[src/sv/dmp_pkg.sv]
// ============================================================================
// dmp_pkg
// Shared constants, codes and controller/datapath interface types for the
// disk union mask painter.
// ============================================================================
package dmp_pkg;

    // image and radius limits
    localparam int MAX_WIDTH  = 512;
    localparam int MAX_HEIGHT = 512;
    localparam int MAX_RADIUS = 127;

    // item field widths
    localparam int KIND_W  = 2;
    localparam int COL_W   = 9;
    localparam int ROW_W   = 9;
    localparam int SCALE_W = 16;
    localparam int DIM_W   = 10;

    // stream packing
    localparam int S_TDATA_W = ((COL_W + ROW_W + SCALE_W + 7) / 8) * 8;
    localparam int S_TUSER_W = KIND_W;
    localparam int M_TDATA_W = 8;

    // configuration port
    localparam int CFG_INDEX_W = 8;
    localparam logic [CFG_INDEX_W-1:0] REG_IMAGE_WIDTH  = CFG_INDEX_W'(0);
    localparam logic [CFG_INDEX_W-1:0] REG_IMAGE_HEIGHT = CFG_INDEX_W'(1);

    // derived datapath widths
    localparam int COLA_W    = $clog2(MAX_WIDTH);
    localparam int ROWA_W    = $clog2(MAX_HEIGHT);
    localparam int RAD_W     = $clog2(MAX_RADIUS + 1);
    localparam int RAD_RAW_W = SCALE_W - 6;
    localparam int DY_W      = RAD_W + 1;
    localparam int SQ_W      = 2 * RAD_W;
    localparam int SUM_W     = SQ_W + 2;
    localparam int POS_W     = ((COL_W > RAD_W) ? COL_W : RAD_W) + 2;

    typedef enum logic [KIND_W-1:0] {
        KIND_PAINT = 2'd0,
        KIND_READ  = 2'd1,
        KIND_CLEAR = 2'd2
    } kind_t;

    typedef enum logic [2:0] {
        ST_CLEAR,
        ST_IDLE,
        ST_PINIT,
        ST_PADJ,
        ST_PWR,
        ST_RRD,
        ST_RSEL
    } state_t;

    typedef struct packed {
        logic load;       // capture item fields
        logic init;       // start disk walk at top row
        logic adjust;     // one half-width step
        logic mem_rd;     // read a mask row
        logic rd_item;    // read address is the item row
        logic mem_wr;     // write back painted row
        logic next_row;   // advance to next row
        logic clr_start;  // restart clear sweep
        logic clr_step;   // zero one row
        logic out_load;   // load result register
    } dmp_cmd_t;

    typedef struct packed {
        logic zero_radius;
        logic settled;
        logic row_ok;
        logic last_row;
        logic clr_done;
        logic out_free;
    } dmp_stat_t;

endpackage

[src/sv/dmp_ctrl.sv]
// ============================================================================
// dmp_ctrl
// Sequencer for clear sweeps, disk painting and mask reads.
// ============================================================================
module dmp_ctrl import dmp_pkg::*; (
    input  logic                 aclk,
    input  logic                 aresetn,
    input  logic                 s_tvalid,
    output logic                 s_tready,
    input  logic [S_TUSER_W-1:0] s_tuser,
    input  dmp_stat_t            stat,
    output dmp_cmd_t             cmd
);

    state_t state_reg;
    state_t state_next;

    always_ff @(posedge aclk) begin
        if (!aresetn) begin
            state_reg <= ST_CLEAR;
        end else begin
            state_reg <= state_next;
        end
    end

    always_comb begin
        state_next = state_reg;
        cmd        = '0;
        s_tready   = 1'b0;
        unique case (state_reg)
            ST_CLEAR: begin
                cmd.clr_step = 1'b1;
                if (stat.clr_done) begin
                    state_next = ST_IDLE;
                end
            end
            ST_IDLE: begin
                s_tready = 1'b1;
                if (s_tvalid) begin
                    cmd.load = 1'b1;
                    unique case (kind_t'(s_tuser))
                        KIND_PAINT: state_next = ST_PINIT;
                        KIND_READ:  state_next = ST_RRD;
                        KIND_CLEAR: begin
                            cmd.clr_start = 1'b1;
                            state_next    = ST_CLEAR;
                        end
                        default:    state_next = ST_IDLE;
                    endcase
                end
            end
            ST_PINIT: begin
                if (stat.zero_radius) begin
                    state_next = ST_IDLE;
                end else begin
                    cmd.init   = 1'b1;
                    state_next = ST_PADJ;
                end
            end
            ST_PADJ: begin
                if (!stat.settled) begin
                    cmd.adjust = 1'b1;
                end else if (stat.row_ok) begin
                    cmd.mem_rd = 1'b1;
                    state_next = ST_PWR;
                end else if (stat.last_row) begin
                    state_next = ST_IDLE;
                end else begin
                    cmd.next_row = 1'b1;
                end
            end
            ST_PWR: begin
                cmd.mem_wr = 1'b1;
                if (stat.last_row) begin
                    state_next = ST_IDLE;
                end else begin
                    cmd.next_row = 1'b1;
                    state_next   = ST_PADJ;
                end
            end
            ST_RRD: begin
                cmd.mem_rd  = 1'b1;
                cmd.rd_item = 1'b1;
                state_next  = ST_RSEL;
            end
            ST_RSEL: begin
                if (stat.out_free) begin
                    cmd.out_load = 1'b1;
                    state_next   = ST_IDLE;
                end
            end
            default: state_next = ST_IDLE;
        endcase
    end

endmodule

[config.mk]
export PLATFORM = sky130hd
export DESIGN_NAME = dmp_ctrl
export DESIGN_NICKNAME = d
export VERILOG_FILES = /design/src/sv/dmp_pkg.sv /design/src/sv/dmp_ctrl.sv
export SDC_FILE = /design/constraint.sdc
export NUM_CORES = 1
export LEC_CHECK = 0
export ABC_AREA = 1
export BUFFER_PORTS_ARGS = -buffer_cell sky130_fd_sc_hd__buf_4
export CORE_AREA = 2 2 39 41
export DETAILED_ROUTE_END_ITERATION = 7
export DIE_AREA = 0 0 41 43
export PLACE_DENSITY = 0.56
export SYNTH_ARGS = -nofsm -noshare
export SYNTH_HDL_FRONTEND = slang
export SYNTH_SLANG_ARGS = --single-unit
[constraint.sdc]
create_clock -name aclk -period 1.6 [get_ports aclk]
set_clock_uncertainty 0.15 [all_clocks]
set_input_delay 0.08 -clock aclk [delete_from_list [all_inputs] [get_ports aclk]]
set_output_delay 0.08 -clock aclk [all_outputs]
set_load 0.02 [all_outputs]
==> flow_metrics.py <==
metrics = {
    "status": {
        "status": "finished clean",
    },
    "global_routing": {
        "grt_start_max_net_pins": 10,
        "grt_pass1_wl_mm": 1.704,
        "track_usage": 0.1413,
        "grt-ovfl-total": 0,
        "grt_pass1_vias": 433,
        "antenna_found_initial": 0,
    },
    "synthesis": {
        "syn_area_um2": 424.2,
        "ys_seq_area_frac": 0.1416,
        "syn-instance-count": 69,
        "ys_ff_latch": 3,
        "yosysUniqueCellTypes": 19,
        "synth_nets": 80,
        "postSynthAreaPerCell_um2": 6.147,
        "yosys_warnings": 0,
    },
    "die": {
        "dieHeight_um": 43,
        "io-pin-count": 22,
        "coreArea_um2": 1384,
        "dieWidth_um": 41,
        "rows": 14,
        "initial_core_util": 0.3065,
        "die_area_um2": 1763,
    },
    "timing": {
        "max_freq_mhz": 657.8,
        "hold_viol": 0,
        "setup_viol_count_final": 0,
        "rsz0062_at_grt": "no",
        "report.final.slew_viol_count": 0,
        "setup_tns_ns": 0,
        "period_share": 0.9501,
        "worst_pin_slew_ns": 0.2955,
        "period_minus_slack_ns": 1.520,
        "timing.final.ws_setup_ns": 0.07978,
        "relSlewSlack": 0.8027,
    },
    "min_path": {
        "hp-class": "primary input to flop",
    },
    "drt": {
        "top_layer": "met4",
        "dr.pass1.iters": 3,
        "totalWireLength_mm": 1.060,
        "route.detailed.wl_per_inst_um": 9.636,
        "vias_per_cell": 4.582,
        "drc": 0,
        "route.met2.wl_um": 504,
        "ant_nets": 0,
        "num_vias": 504,
        "dr_wl_met3_um": 70,
        "wl_met1_um": 475,
        "drt_iter0_drc": 17,
    },
    "cts": {
        "cts.clk_slew.worst_paths_ns": 0.04,
        "numCtsBuffers": 3,
        "clock_sinks": 3,
        "insertion_delay_ns": 0.23,
        "cts_buffer_depth": 2,
        "htreeDepth": 1,
        "post_cts_buffers": 0,
        "cts_tree": "yes",
        "root_buffer": "clkbuf_4",
    },
    "finish": {
        "multi_input_area_um2": 296.5,
        "fin_nets": 106,
        "largest_register_ffs": 3,
        "regArea_um2": 61.31,
        "antennaDiodeCount": 0,
        "syn_to_final_growth_pct": 52.21,
        "layout-drive-gt1-share": 0.4149,
        "fill_cells": 142,
        "final_core_util": 0.4665,
        "fin_cells": 110,
    },
    "worst_setup_path": {
        "endpoint_kind": "output port",
        "cp_max_fo": 7,
        "critical_path_required_ns": 1.37,
        "setup.worst_path.class": "flop to output port",
        "worstPathArrival_ns": 1.29,
        "start_kind": "flop",
        "rrSetupSlack_ns": 0.25,
    },
    "pwr": {
        "p_leak_nw": 0.3525,
        "p_per_area_nw_per_um2": 1604,
        "ir_worst_vdd_uv": 607.9,
    },
    "place": {
        "placed_cells": 105,
        "dp_slack_ns": 0.1399,
        "gp_congestion": 0.7648,
        "dpl.hpwl_um": 873.2,
        "io_buffers": 21,
    },
    "run": {
        "drv_cap": 0,
    },
}
-- cell families (layout without fill, tap and decap cells) --
group / Yosys count / after routing / synth area share
buf+inv: 15 / 40 / 0.1711
compound gates: 4 / 4 / 0.05901
flops: 3 / 3 / 0.1416
simple gates: 47 / 47 / 0.6283
-- cells in the final DEF, fill, tap and decap left out --
cell type and n:
nand2_2 2, a21oi_1 2, dfxtp_1 2, nand3_1 6, nor4_1 2, buf_4 21, dlygate4sd3_1 1, o21a_1 1
dfxtp_2 1, inv_4 2, nor3_1 1, o211ai_1 1, nand3_4 1, inv_1 11, clkbuf_4 3, nand2_1 10
nand3_2 2, clkbuf_1 1, nor2_1 13, nor2_2 1, buf_12 1, nand4_1 4, nor2_4 5
-- final timing paths --
path                             start                         to  cells past startpoint
min                           s_tvalid  state_reg[1]$_SDFFE_PN0P_                      3
max reg2reg  state_reg[2]$_SDFFE_PN0P_  state_reg[1]$_SDFFE_PN0P_                      7
min reg2reg  state_reg[2]$_SDFFE_PN0P_  state_reg[2]$_SDFFE_PN0P_                      2
max          state_reg[2]$_SDFFE_PN0P_                     cmd[0]                      3
-- cell type report --
cell class / instances / area share
sequential: 3 / 0.09496
timing repair buffer: 23 / 0.2907
tap: 16 / 0.03101
multi-input combinational: 51 / 0.4593
clock buffer: 4 / 0.04070
inverter: 13 / 0.08333
-- per-stage QoR --
step                power [mW]  hold slack, ns  area (µm²)
finish                   1.035         0.03038       645.6
global route             1.116         0.03572       645.6
CTS                      1.040         0.03257       640.6
detailed placement      0.8953          0.1841       603.1
global placement        0.9002          0.1914       603.1
floorplan               0.6863         0.04991       424.2
-- critical path, stage by stage, from the launching register on --
cell and delay, ns:
dfxtp_1 0.48, inv_4 0.10, nor4_1 0.28, buf_4 0.19
-- power breakdown --
part	total [mW]	internal, mW	switching [mW]
sequential	0.178	0.110	0.0680
clock	0.133	0.0935	0.0399
combinational	0.724	0.302	0.422
total	1.04	0.505	0.530
-- metal layers --
layer / up-vias / track usage
li1: 274 / -
met1: 210 / 0.1917
met2: 18 / 0.2063
met3: 2 / 0.01571
met4: 0 / 0.08000
met5: - / 0
-- timing repair --
item | in CTS | in global routing
hold buffers | 1 | 0
setup endpoints to repair | 2 | 1
resized for setup | 1 | 1
hold endpoints to repair | 2 | 0
-- cell usage after synthesis (all sizes together) --
library cell	instances	area share
o211ai	1	0.018
nand3	9	0.16
nor2	19	0.25
buf	2	0.044
nand4	4	0.059
nand2	12	0.12
a21oi	2	0.024
inv	13	0.13
nor4	2	0.029
o21a	1	0.018
nor3	1	0.012
dfxtp	3	0.14
No activity file was read; power rests on OpenSTA's default activity.
